File: src/rtl/core/mcr_pkg.sv
// ----------------------------------------------------------------------------
// mcr_pkg: shared types and constants of the midpoint circle rasterizer
// Field widths, operation codes, span slot limits and the snapshot that
// passes from the circle walk to the span emitter.
// ----------------------------------------------------------------------------
package mcr_pkg;

    // coordinate and term widths
    localparam int COORD_BITS = 12;
    localparam int IN_COORD_W = 12;
    localparam int RAD_W      = 11;
    localparam int WALK_W     = 13;
    localparam int DEC_W      = 16;
    localparam int CHG_W      = 14;
    localparam int SPAN_W     = 14;
    localparam int COLOR_W    = 32;
    localparam int IDX_W      = 3;

    // slot index of the last span of one iteration
    localparam logic [IDX_W-1:0] IDX_OUTLINE_LAST = 3'd7;
    localparam logic [IDX_W-1:0] IDX_FILL_LAST    = 3'd3;

    // operation codes
    typedef enum logic {
        OP_START = 1'b0,
        OP_STEP  = 1'b1
    } t_op;

    // one iteration worth of span work, handed to the emitter
    typedef struct packed {
        logic                     fill;
        logic                     last;
        logic [COORD_BITS-1:0]    cx;
        logic [COORD_BITS-1:0]    cy;
        logic signed [WALK_W-1:0] x;
        logic signed [WALK_W-1:0] y;
        logic [COLOR_W-1:0]       color;
    } t_snap;

endpackage

File: src/rtl/core/mcr_if.sv
// ----------------------------------------------------------------------------
// mcr_if: channel interfaces of the midpoint circle rasterizer
// Valid/ready channels for command words in and span words out.
// ----------------------------------------------------------------------------
interface mcr_in_if
    import mcr_pkg::*;
();
    logic                  valid;
    logic                  ready;
    logic                  op;
    logic [IN_COORD_W-1:0] center_x;
    logic [IN_COORD_W-1:0] center_y;
    logic [RAD_W-1:0]      radius;
    logic [COLOR_W-1:0]    pixel_color;
    logic                  filled;

    modport source (
        output valid, op, center_x, center_y, radius, pixel_color, filled,
        input  ready
    );
    modport sink (
        input  valid, op, center_x, center_y, radius, pixel_color, filled,
        output ready
    );
endinterface

interface mcr_out_if
    import mcr_pkg::*;
();
    logic                     valid;
    logic                     ready;
    logic signed [SPAN_W-1:0] span_row;
    logic signed [SPAN_W-1:0] span_first;
    logic signed [SPAN_W-1:0] span_final;
    logic [COLOR_W-1:0]       span_color;
    logic                     last;

    modport source (
        output valid, span_row, span_first, span_final, span_color, last,
        input  ready
    );
    modport sink (
        input  valid, span_row, span_first, span_final, span_color, last,
        output ready
    );
endinterface

File: src/rtl/core/midpoint_circle_rasterizer_unit.sv
// ----------------------------------------------------------------------------
// midpoint_circle_rasterizer_unit: midpoint circle span generator
// Walks the integer midpoint circle one iteration per start word or step on
// a running circle, sending eight outline pixels or four filled spans each.
// ----------------------------------------------------------------------------
//  channel  dir  words                                   handshake
//  i_in     in   op, center_x/y, radius, pixel_color,    valid/ready
//                filled
//  o_out    out  span_row, span_first, span_final,       valid/ready
//                span_color, last
//
//  A command word is accepted in the valid/ready handshake; its circle
//  iteration is computed on acceptance and its spans leave one word per
//  cycle unless o_out stalls: eight spans (outline) or four (filled). A
//  step while idle is accepted and produces no spans. The next word is
//  taken in the cycle the last span of the previous one moves to the
//  output register. Synchronous active-low reset; no clearing pass. A
//  stall on o_out holds the output word and backs up into i_in.
// ----------------------------------------------------------------------------
module midpoint_circle_rasterizer_unit
    import mcr_pkg::*;
(
    input  logic      i_clk,
    input  logic      i_rst_n,
    mcr_in_if.sink    i_in,
    mcr_out_if.source o_out
);

    // circle walk state
    logic                     r_busy;
    logic                     r_fill;
    logic [COORD_BITS-1:0]    r_cx;
    logic [COORD_BITS-1:0]    r_cy;
    logic signed [WALK_W-1:0] r_x;
    logic signed [WALK_W-1:0] r_y;
    logic signed [DEC_W-1:0]  r_dec;
    logic signed [CHG_W-1:0]  r_xc;
    logic signed [CHG_W-1:0]  r_yc;
    logic [COLOR_W-1:0]       r_color;

    logic                     n_busy;
    logic                     n_fill;
    logic [COORD_BITS-1:0]    n_cx;
    logic [COORD_BITS-1:0]    n_cy;
    logic signed [WALK_W-1:0] n_x;
    logic signed [WALK_W-1:0] n_y;
    logic signed [DEC_W-1:0]  n_dec;
    logic signed [CHG_W-1:0]  n_xc;
    logic signed [CHG_W-1:0]  n_yc;
    logic [COLOR_W-1:0]       n_color;

    logic                     start;
    logic                     accept;
    logic                     emit_free;
    logic                     emit_load;
    t_snap                    snap;

    logic signed [WALK_W-1:0] b_x;
    logic signed [WALK_W-1:0] b_y;
    logic signed [DEC_W-1:0]  b_dec;
    logic signed [CHG_W-1:0]  b_xc;
    logic signed [CHG_W-1:0]  b_yc;
    logic signed [WALK_W-1:0] o_x;
    logic signed [WALK_W-1:0] o_y;
    logic signed [DEC_W-1:0]  o_dec;
    logic signed [DEC_W-1:0]  f_d1;
    logic signed [DEC_W+1:0]  f_test;
    logic [DEC_W-1:0]         rad_x2;

    assign start     = (i_in.op == OP_START);
    assign i_in.ready = emit_free;
    assign accept    = i_in.valid && i_in.ready;
    assign emit_load = accept && (start || r_busy);

    // iteration walk: start values or held state, then one midpoint step
    always_comb begin
        rad_x2  = {{(DEC_W-RAD_W-1){1'b0}}, i_in.radius, 1'b0};
        n_fill  = start ? i_in.filled : r_fill;
        n_cx    = start ? COORD_BITS'(i_in.center_x) : r_cx;
        n_cy    = start ? COORD_BITS'(i_in.center_y) : r_cy;
        n_color = start ? i_in.pixel_color : r_color;

        // base values of this iteration
        if (start && i_in.filled) begin
            b_x   = WALK_W'(i_in.radius);
            b_y   = '0;
            b_dec = '0;
            b_xc  = CHG_W'(1) - CHG_W'(rad_x2);
            b_yc  = '0;
        end else if (start) begin
            b_x   = '0;
            b_y   = WALK_W'(i_in.radius);
            b_dec = DEC_W'(3) - rad_x2;
            b_xc  = '0;
            b_yc  = '0;
        end else begin
            b_x   = r_x;
            b_y   = r_y;
            b_dec = r_dec;
            b_xc  = r_xc;
            b_yc  = r_yc;
        end

        // outline step, skipped on start
        o_x   = b_x;
        o_y   = b_y;
        o_dec = b_dec;
        if (!start) begin
            o_x = b_x + WALK_W'(1);
            if (b_dec > 0) begin
                o_y   = b_y - WALK_W'(1);
                o_dec = b_dec + ((DEC_W'(o_x) - DEC_W'(o_y)) <<< 2) + DEC_W'(10);
            end else begin
                o_dec = b_dec + (DEC_W'(o_x) <<< 2) + DEC_W'(6);
            end
        end

        // filled step, taken after the spans of the base values
        f_d1   = b_dec + DEC_W'(b_yc);
        f_test = ((DEC_W+2)'(f_d1) <<< 1) + (DEC_W+2)'(b_xc);

        snap.fill  = n_fill;
        snap.cx    = n_cx;
        snap.cy    = n_cy;
        snap.color = n_color;
        if (n_fill) begin
            n_y   = b_y + WALK_W'(1);
            n_yc  = b_yc + CHG_W'(2);
            if (f_test > 0) begin
                n_x   = b_x - WALK_W'(1);
                n_dec = f_d1 + DEC_W'(b_xc);
                n_xc  = b_xc + CHG_W'(2);
            end else begin
                n_x   = b_x;
                n_dec = f_d1;
                n_xc  = b_xc;
            end
            n_busy = (n_x >= n_y);
            snap.x = b_x;
            snap.y = b_y;
        end else begin
            n_x    = o_x;
            n_y    = o_y;
            n_dec  = o_dec;
            n_xc   = b_xc;
            n_yc   = b_yc;
            n_busy = (o_y >= o_x);
            snap.x = o_x;
            snap.y = o_y;
        end
        snap.last = !n_busy;
    end

    // control state
    always_ff @(posedge i_clk) begin
        if (!i_rst_n) begin
            r_busy <= 1'b0;
            r_fill <= 1'b0;
        end else if (emit_load) begin
            r_busy <= n_busy;
            r_fill <= n_fill;
        end
    end

    // walk terms and held circle parameters
    always_ff @(posedge i_clk) begin
        if (!i_rst_n) begin
            r_cx    <= '0;
            r_cy    <= '0;
            r_x     <= '0;
            r_y     <= '0;
            r_dec   <= '0;
            r_xc    <= '0;
            r_yc    <= '0;
            r_color <= '0;
        end else if (emit_load) begin
            r_cx    <= n_cx;
            r_cy    <= n_cy;
            r_x     <= n_x;
            r_y     <= n_y;
            r_dec   <= n_dec;
            r_xc    <= n_xc;
            r_yc    <= n_yc;
            r_color <= n_color;
        end
    end

    mcr_emit u_emit (
        .i_clk   (i_clk),
        .i_rst_n (i_rst_n),
        .i_load  (emit_load),
        .i_snap  (snap),
        .o_free  (emit_free),
        .o_out   (o_out)
    );

`ifndef NO_ASSERTIONS
    // an idle step leaves the walk untouched
    a_idle_step: assert property (@(posedge i_clk) disable iff (!i_rst_n)
        (accept && !start && !r_busy) |=> (!r_busy && $stable(r_x) && $stable(r_y)))
        else $error("idle step changed walk state");

    // a start always produces an iteration
    a_start_emits: assert property (@(posedge i_clk) disable iff (!i_rst_n)
        (accept && start) |-> emit_load)
        else $error("start word produced no spans");

    // a step on a running circle always produces an iteration
    a_step_emits: assert property (@(posedge i_clk) disable iff (!i_rst_n)
        (accept && !start && r_busy) |-> emit_load)
        else $error("step word on a running circle produced no spans");
`endif

endmodule

File: src/rtl/core/mcr_emit.sv
// ----------------------------------------------------------------------------
// mcr_emit: span emitter
// Holds one iteration snapshot and sends its spans through an output register
// one word per cycle unless stalled; eight pixels outline, four spans filled.
// ----------------------------------------------------------------------------
module mcr_emit
    import mcr_pkg::*;
(
    input  logic   i_clk,
    input  logic   i_rst_n,
    input  logic   i_load,
    input  t_snap  i_snap,
    output logic   o_free,
    mcr_out_if.source o_out
);

    t_snap              r_snap;
    logic               r_s_valid;
    logic [IDX_W-1:0]   r_idx;
    logic               r_o_valid;
    logic signed [SPAN_W-1:0] r_o_row;
    logic signed [SPAN_W-1:0] r_o_first;
    logic signed [SPAN_W-1:0] r_o_final;
    logic [COLOR_W-1:0] r_o_color;
    logic               r_o_last;

    logic               out_free;
    logic               adv;
    logic               is_fin;
    logic               swap;
    logic               row_neg;
    logic signed [WALK_W-1:0] row_off;
    logic signed [WALK_W-1:0] col_off;
    logic signed [SPAN_W-1:0] cx_ext;
    logic signed [SPAN_W-1:0] cy_ext;
    logic signed [SPAN_W-1:0] row_ext;
    logic signed [SPAN_W-1:0] col_ext;
    logic signed [SPAN_W-1:0] n_row;
    logic signed [SPAN_W-1:0] c_plus;
    logic signed [SPAN_W-1:0] c_minus;
    logic signed [SPAN_W-1:0] n_first;
    logic signed [SPAN_W-1:0] n_final;

    // slot sequencing
    assign out_free = !r_o_valid || o_out.ready;
    assign adv      = r_s_valid && out_free;
    assign is_fin   = (r_idx == (r_snap.fill ? IDX_FILL_LAST : IDX_OUTLINE_LAST));
    assign o_free   = !r_s_valid || (adv && is_fin);

    // octant / span selection for the current slot
    always_comb begin
        swap    = r_snap.fill ? r_idx[1] : r_idx[2];
        row_neg = r_snap.fill ? r_idx[0] : r_idx[1];
        row_off = swap ? r_snap.x : r_snap.y;
        col_off = swap ? r_snap.y : r_snap.x;
        cx_ext  = SPAN_W'(r_snap.cx);
        cy_ext  = SPAN_W'(r_snap.cy);
        row_ext = SPAN_W'(row_off);
        col_ext = SPAN_W'(col_off);
        n_row   = row_neg ? (cy_ext - row_ext) : (cy_ext + row_ext);
        c_plus  = cx_ext + col_ext;
        c_minus = cx_ext - col_ext;
        if (r_snap.fill) begin
            n_first = c_minus;
            n_final = c_plus;
        end else begin
            n_first = r_idx[0] ? c_minus : c_plus;
            n_final = n_first;
        end
    end

    // snapshot holder
    always_ff @(posedge i_clk) begin
        if (!i_rst_n) begin
            r_s_valid <= 1'b0;
            r_idx     <= '0;
        end else if (i_load) begin
            r_s_valid <= 1'b1;
            r_idx     <= '0;
        end else if (adv && is_fin) begin
            r_s_valid <= 1'b0;
        end else if (adv) begin
            r_idx <= r_idx + 1'b1;
        end
    end

    always_ff @(posedge i_clk) begin
        if (i_load) begin
            r_snap <= i_snap;
        end
    end

    // output register
    always_ff @(posedge i_clk) begin
        if (!i_rst_n) begin
            r_o_valid <= 1'b0;
        end else if (out_free) begin
            r_o_valid <= r_s_valid;
        end
    end

    always_ff @(posedge i_clk) begin
        if (adv) begin
            r_o_row   <= n_row;
            r_o_first <= n_first;
            r_o_final <= n_final;
            r_o_color <= r_snap.color;
            r_o_last  <= r_snap.last && is_fin;
        end
    end

    assign o_out.valid      = r_o_valid;
    assign o_out.span_row   = r_o_row;
    assign o_out.span_first = r_o_first;
    assign o_out.span_final = r_o_final;
    assign o_out.span_color = r_o_color;
    assign o_out.last       = r_o_last;

`ifndef NO_ASSERTIONS
    // slot index stays inside the iteration
    a_idx_range: assert property (@(posedge i_clk) disable iff (!i_rst_n)
        r_s_valid |-> (r_idx <= (r_snap.fill ? IDX_FILL_LAST : IDX_OUTLINE_LAST)))
        else $error("emit slot index past iteration end");

    // a new snapshot never overwrites spans still pending
    a_load_free: assert property (@(posedge i_clk) disable iff (!i_rst_n)
        i_load |-> (!r_s_valid || (adv && is_fin)))
        else $error("snapshot loaded while spans pending");

    // emitter drains after its final slot without a reload
    a_drain: assert property (@(posedge i_clk) disable iff (!i_rst_n)
        (adv && is_fin && !i_load) |=> !r_s_valid)
        else $error("emitter did not drain after final slot");

    // the circle end flag only rides on a final slot
    a_last_slot: assert property (@(posedge i_clk) disable iff (!i_rst_n)
        (adv && !is_fin) |=> !r_o_last)
        else $error("last flag on a non-final slot");

    // outline spans are single pixels
    a_outline_pixel: assert property (@(posedge i_clk) disable iff (!i_rst_n)
        (adv && !r_snap.fill) |=> (o_out.span_first == o_out.span_final))
        else $error("outline span wider than one pixel");
`endif

endmodule
File: src/flat_wrapper.sv
// flat-port wrapper written by rule: the top's interface ports become plain ports
module midpoint_circle_rasterizer_unit_flat import mcr_pkg::*;
  (i_clk, i_rst_n, i_in_valid, i_in_op, i_in_center_x, i_in_center_y, i_in_radius, i_in_pixel_color, i_in_filled, i_in_ready, o_out_valid, o_out_span_row, o_out_span_first, o_out_span_final, o_out_span_color, o_out_last, o_out_ready);
  mcr_in_if i_in_i ();
  mcr_out_if o_out_i ();
  input  logic i_clk;
  input  logic i_rst_n;
  input wire logic [$bits(i_in_i.valid)-1:0] i_in_valid;
  input wire logic [$bits(i_in_i.op)-1:0] i_in_op;
  input wire logic [$bits(i_in_i.center_x)-1:0] i_in_center_x;
  input wire logic [$bits(i_in_i.center_y)-1:0] i_in_center_y;
  input wire logic [$bits(i_in_i.radius)-1:0] i_in_radius;
  input wire logic [$bits(i_in_i.pixel_color)-1:0] i_in_pixel_color;
  input wire logic [$bits(i_in_i.filled)-1:0] i_in_filled;
  output wire logic [$bits(i_in_i.ready)-1:0] i_in_ready;
  output wire logic [$bits(o_out_i.valid)-1:0] o_out_valid;
  output wire logic [$bits(o_out_i.span_row)-1:0] o_out_span_row;
  output wire logic [$bits(o_out_i.span_first)-1:0] o_out_span_first;
  output wire logic [$bits(o_out_i.span_final)-1:0] o_out_span_final;
  output wire logic [$bits(o_out_i.span_color)-1:0] o_out_span_color;
  output wire logic [$bits(o_out_i.last)-1:0] o_out_last;
  input wire logic [$bits(o_out_i.ready)-1:0] o_out_ready;
  assign i_in_i.valid = i_in_valid;
  assign i_in_i.op = i_in_op;
  assign i_in_i.center_x = i_in_center_x;
  assign i_in_i.center_y = i_in_center_y;
  assign i_in_i.radius = i_in_radius;
  assign i_in_i.pixel_color = i_in_pixel_color;
  assign i_in_i.filled = i_in_filled;
  assign i_in_ready = i_in_i.ready;
  assign o_out_valid = o_out_i.valid;
  assign o_out_span_row = o_out_i.span_row;
  assign o_out_span_first = o_out_i.span_first;
  assign o_out_span_final = o_out_i.span_final;
  assign o_out_span_color = o_out_i.span_color;
  assign o_out_last = o_out_i.last;
  assign o_out_i.ready = o_out_ready;
  midpoint_circle_rasterizer_unit u_core (.i_clk(i_clk), .i_rst_n(i_rst_n), .i_in(i_in_i), .o_out(o_out_i));
endmodule
File: config.mk
export PLATFORM = sky130hd
export DESIGN_NAME = midpoint_circle_rasterizer_unit_flat
export DESIGN_NICKNAME = d
export VERILOG_FILES = /design/src/rtl/core/mcr_pkg.sv /design/src/rtl/core/mcr_if.sv /design/src/rtl/core/midpoint_circle_rasterizer_unit.sv /design/src/rtl/core/mcr_emit.sv /design/src/flat_wrapper.sv
export SDC_FILE = /design/constraint.sdc
export NUM_CORES = 1
export LEC_CHECK = 0
export ABC_AREA = 1
export BUFFER_PORTS_ARGS = -buffer_cell sky130_fd_sc_hd__buf_4
export CAP_MARGIN = 20
export CORE_ASPECT_RATIO = 0.75
export CORE_MARGIN = 4
export CORE_UTILIZATION = 27
export DETAILED_ROUTE_END_ITERATION = 6
export GPL_TIMING_DRIVEN = 0
export PLACE_DENSITY = 0.53
export SLEW_MARGIN = 20
export SYNTH_ARGS = -nofsm -noshare
export SYNTH_HDL_FRONTEND = slang
export SYNTH_SLANG_ARGS = --single-unit
File: constraint.sdc
create_clock -name i_clk -period 7.9 [get_ports i_clk]
set_input_delay 1.58 -clock i_clk [delete_from_list [all_inputs] [get_ports i_clk]]
set_output_delay 1.58 -clock i_clk [all_outputs]
set_load 0.01 [all_outputs]
; Word-level counts from Yosys, hierarchy flattened
; Index checks and enable logic that the tools add are counted.
[classes]
n_addsub = 21
n_lt_le_gt_ge = 4
eq_ne = 1
n_mux = 41
bitwise = 3
n_reduce_logical = 15
[op_table]
columns = op, count
row1 = $mux 13, 13
row2 = $mux 14, 11
row3 = $mux 16, 6
row4 = $sub 13x13->14, 3
row5 = $add 16x14->16, 2
row6 = $mux 32, 1
row7 = $add 13x13->14, 2
row8 = $add 14x3->14 const B, 2
row9 = $add 13x2->13 const B, 2
row10 = $ge 13x13->1, 2
row11 = $mux 26, 1
row12 = $sub 13x2->13 const B, 2
row13 = $mux 12, 2
row14 = $add 17x14->18, 1
row15 = $gt 18x1->1 const B, 1
row16 = $add 16x15->16, 1
row17 = $add 16x16->16, 1
row18 = $add 16x4->16 const B, 1
row19 = $add 16x5->16 const B, 1
row20 = $gt 16x1->1 const B, 1
row21 = $sub 1x12->13 const A, 1
row22 = $sub 2x12->13 const A, 1
row23 = $logic_and 1x1->1, 6
row24 = $mux 1, 6
row25 = 9 further kinds, 15
[totals]
regBits = 292
inputBits = 73
output_inout_bits = 77
word_cells = 110

; Longest topological paths before layout
[logic_depth]
word_depth = 11
mapped_depth = 50
ltp_nobuf = 46

; By module
; Synthesis repeated with hierarchy kept, for this count alone.
[hier_totals]
cells_unflattened = 3256
area_unflattened_um2 = 23049.6
[modules_own_cells]
columns = module, n_inst, cells_per_inst, area_each_um2, seq_area_each_um2
row1 = midpoint_circle_rasterizer_unit, 1, 2491, 15070.7, 2562.5
row2 = mcr_emit, 1, 765, 7978.9, 4844.6

; Worst setup path before layout
; Ideal clock, no wire load.
[synth_path]
path_kind = input -> register
from = input i_in_op
to = register u_core.r_busy
setup_ps = 129
arrival_ps = 7229
t_required_ps = 7771
path_slack_ps = 542
path_stages = 42
path_cell_list = buf_4 buf_4 buf_2 buf_2 buf_1 buf_1 nand2_1 inv_1 ha_1 a21oi_1 nand2_1 a21oi_1 inv_1 a21oi_1 o21bai_1 a21oi_1 xnor2_1 ha_1 [6 not listed] nand2_1 nand2_1 nor2_1 nand4_4 nand2_4 buf_2 nand2_1 nand2_1 inv_1 ha_1 a21oi_1 o21ai_0 a221oi_1 o21ai_0 a21oi_1 nand2_1 o31ai_1 a21oi_1
[synth_between]
elab_chain_len = 10
[synth_lines]
columns = element, line_no
row1 = from (decl), flat_wrapper.sv:9  ; input wire logic [$bits(i_in_i.op)-1:0] i_in_op;
row2 = $not 1->1, midpoint_circle_rasterizer_unit.sv:70  ; assign start = (i_in.op == OP_START);
row3 = $logic_and 1x1->1, midpoint_circle_rasterizer_unit.sv:84  ; if (start && i_in.filled) begin
row4 = $mux 16 or $mux 14 (tied branches), midpoint_circle_rasterizer_unit.sv:84
row5 = $add 16x14->16, midpoint_circle_rasterizer_unit.sv:119  ; f_d1 = b_dec + DEC_W'(b_yc);
row6 = $add 17x14->18, midpoint_circle_rasterizer_unit.sv:120  ; f_test = ((DEC_W+2)'(f_d1) <<< 1) + (DEC_W+2)'(b_xc);
row7 = $gt 18x1->1, midpoint_circle_rasterizer_unit.sv:129  ; if (f_test > 0) begin
row8 = $mux 13, midpoint_circle_rasterizer_unit.sv:129
row9 = $mux 13, midpoint_circle_rasterizer_unit.sv:126  ; if (n_fill) begin
row10 = $ge 13x13->1, midpoint_circle_rasterizer_unit.sv:138  ; n_busy = (n_x >= n_y);
row11 = $mux 1, midpoint_circle_rasterizer_unit.sv:126
row12 = to (signal assigned), midpoint_circle_rasterizer_unit.sv:160  ; r_busy <= n_busy;
row13 = to (decl), midpoint_circle_rasterizer_unit.sv:30  ; logic r_busy;
; Parallel ways exist; a longest one is shown, timed or not. The select of a mux whose other input is x is not followed.
; A chain may end at the register's enable or synchronous reset.

; Worst setup path in the final report
[layout_path]
from = input i_in_op
to = register u_core.r_busy
[layout_between]
elab_chain_len = 10
[layout_lines]
columns = element, line_no
row1 = $not 1->1, midpoint_circle_rasterizer_unit.sv:70
row2 = $logic_and 1x1->1, midpoint_circle_rasterizer_unit.sv:84
row3 = $mux 14 *, midpoint_circle_rasterizer_unit.sv:84
row4 = named net u_core.b_yc[0], midpoint_circle_rasterizer_unit.sv:62  ; logic signed [CHG_W-1:0] b_yc;
row5 = $add 16x14->16 *, midpoint_circle_rasterizer_unit.sv:119
row6 = $add 17x14->18 *, midpoint_circle_rasterizer_unit.sv:120
row7 = $gt 18x1->1 *, midpoint_circle_rasterizer_unit.sv:129
row8 = $mux 13 *, midpoint_circle_rasterizer_unit.sv:129
row9 = $mux 13 *, midpoint_circle_rasterizer_unit.sv:126
row10 = $ge 13x13->1 *, midpoint_circle_rasterizer_unit.sv:138
row11 = $mux 1 *, midpoint_circle_rasterizer_unit.sv:126
; The timed path passes the listed nets; every way through them passes the cells marked *. The select of a mux whose other input is x is not followed.

==> reports/qor.yml <==
fin_nets: 3448
relSlewSlack_pct: 23.42
fillers: 8715
synth_cell_types: 56
power_leakage_nw: 12.14
max_cap_viol_count: 0
synthTopCellsByCount: "nand2_1 (875), inv_1 (346), nand3_1 (212)"
drv_slew: 0
drive_gt1_share_pct: 10.97
dpl.hpwl_mm: 63.38
clk_latency_ns: 0.60
fin_crit_sh_pct: 95.89
io_buffers: 148
ys.warnings.count: 0
cts_tree: "yes"
drt-initial-drc-count: 1933
vias_per_cell: 4.846
critPathLaunchType: "input port"
post-route-cell-area_um2: 25780
wl_per_cell_um: 18.53
cpMostUsedCell: "nand2_1"
cp_data_required_time_ns: 8.36
yosys_register_bits: 291
r2r_cells: 33
totalWireLength_mm: 79.06
path_max_fanout: 19
cts.path.max_buffers: 3
hold_viol_final: 0
first_pass_iters: 6
io_pins: 150
clock_sinks: 291
critical_path_class: "in -> reg"
holdPathStages: 0
critPathCaptureType: "flip-flop"
synth.largest_area_cell: "edfxtp_1"
critPathArrivalTime_ns: 8.04
grt-ovfl-total: 0
rsz0062_at_grt: "no"
place_congestion: 0.9673
peakVddDrop_v: 0.0001439
power_density_nw_per_um2: 212.9
start_util_pct: 27.24
finClkSkew_ns: 0.04426
yosys-top-cells-area: "edfxtp_1 (22%), nand2_1 (15%), dfxtp_1 (12%)"
grt_use_total_pct: 17.76
syn_area_per_cell_um2: 7.319
die_x_um: 337.1
num_rows: 90
final_antenna_net_count: 0
die_h_um: 254.8
status: "complete, no violations"
drc: 0
grt_pass1_vias: 19170
syn-instance-count: 2997
syn_area_um2: 21930
synth.most_common_cell: "nand2_1"
grt_antenna_before_repair: 1
grt_pass1_wl_mm: 117.2
grt_max_degree: 53
hold_class: "reg -> reg"
cpMaxStageDelayCell: "ha_1"
postCtsHoldBufs: 0
cts_made_buffers: 30
die_area_um2: 85910
ys_seq_area_share_pct: 33.77
synth_nets: 3261
postPlaceCellArea_um2: 24470
root_buffer: "clkbuf_16"
ys_async_sr_fraction_pct: 0
vias: 20670
setup_viol: 0
synthFlopType: "edfxtp_1"
clkSlewWorstSetupHoldPaths_ns: 0.06
yosysTopAreaCellShare_pct: 21.63
area_delta_synth_final_pct: 17.52
fmax_ghz: 0.1320
fp.coreArea_um2: 80510
tightest_slew_ns: 1.137
slowest_delay_ns: 0.40
h-tree-depth: 1
period_minus_slack_ns: 7.575
whs_ns: 0.4192
synth_edf_count: 158
insertedDiodeCount: 0
-- area by class of cell --
cell class / instances / area (µm²) / share of cell area (%)
tap: 1058 / 1324 / 5.135
multi-input combinational: 2237 / 12850 / 49.87
inverter: 369 / 1391 / 5.398
clock inverter: 17 / 207.7 / 0.8057
timing repair buffer: 156 / 1229 / 4.767
buffer: 99 / 518.0 / 2.010
sequential: 291 / 7407 / 28.74
clock buffer: 39 / 845.8 / 3.281
-- cell families (layout without fill, tap and decap cells) --
kind of cell,Yosys count,in the layout,share of synthesized area [%]
AOI/OAI and AO/OA,520,520,14.04
buffers and inverters,469,680,8.425
xor gates and xnor gates,145,145,5.790
adders and majority gates,191,191,11.20
DFF,291,291,33.77
and+or+nand+nor,1381,1381,26.77
-- cells in the final DEF, fill, tap and decap left out, types with 133 or more instances in the layout --
cell	n
nand3_1	212
inv_1	346
dfxtp_1	133
ha_1	178
nand2_1	873
a21oi_1	169
edfxtp_1	158
buf_4	164
o21ai_0	168
nor2_1	154
-- flip-flops by register name (all words and copies together), names as in the netlist, 14 cells and up --
register                        flops
u_core.u_emit.r_snap               60
u_core.r_color                     32
u_core.u_emit.o_out.span_color     32
u_core.r_dec                       16
u_core.r_xc                        14
u_core.r_yc                        14
u_core.u_emit.o_out.span_first     14
u_core.u_emit.o_out.span_row       14
-- layer usage --
metal  part of all wire [%]  up-vias  global-route usage (%)
met5                      0        -                       0
met4                    1.7        0                   3.170
met3                    8.1       80                   3.308
met2                     42      685                   26.97
met1                     48     9617                   26.42
li1                       -    10290                       -
-- final timing paths --
path / end / startpoint / slack [ns]
min: u_core.u_emit.o_out.span_color[19] / u_core.u_emit.r_snap[19] / 0.42
max: u_core.r_busy / i_in_op / 0.32
max reg2reg: u_core.r_busy / u_core.r_dec[8] / 1.60
min reg2reg: u_core.u_emit.o_out.span_color[19] / u_core.u_emit.r_snap[19] / 0.42
-- through the flow --
| step | setup WS, ns | std cells | util (%) | power (mW) | TNS (ns) |
|---|---|---|---|---|---|
| after floorplan | 0.5417 | 2997 | - | 3.243 | 0 |
| after global placement | -2.343 | 4203 | 30.27 | 3.907 | -32.74 |
| after detailed placement | -2.293 | 4207 | 30.39 | 3.908 | -30.44 |
| after CTS | 0.06072 | 4263 | 31.79 | 5.469 | 0 |
| after global routing | 0.003524 | 4266 | 32.02 | 5.831 | 0 |
| final | 0.3246 | 4266 | 32.02 | 5.488 | 0 |
-- power breakdown --
group / total [mW] / switching (mW) / internal (mW)
combinational: 2.17 / 1.41 / 0.757
clock: 1.54 / 0.651 / 0.889
sequential: 1.78 / 0.0452 / 1.74
-- critical path, delay by kind of cell --
| family | cells | cell delay, ns |
|---|---|---|
| simple gates | 16 | 1.60 |
| buf+inv | 10 | 1.39 |
| compound gates | 10 | 1.82 |
| fa+ha+maj | 4 | 1.29 |
| xor+xnor | 1 | 0.29 |
-- repair_timing --
item,in CTS,in global routing
buffers inserted,1,3
hold endpoints to repair,0,0
pin swaps,0,5
gates resized for setup,22,36
setup endpoints to repair,28,2
Power figures use the tool's default switching activity.
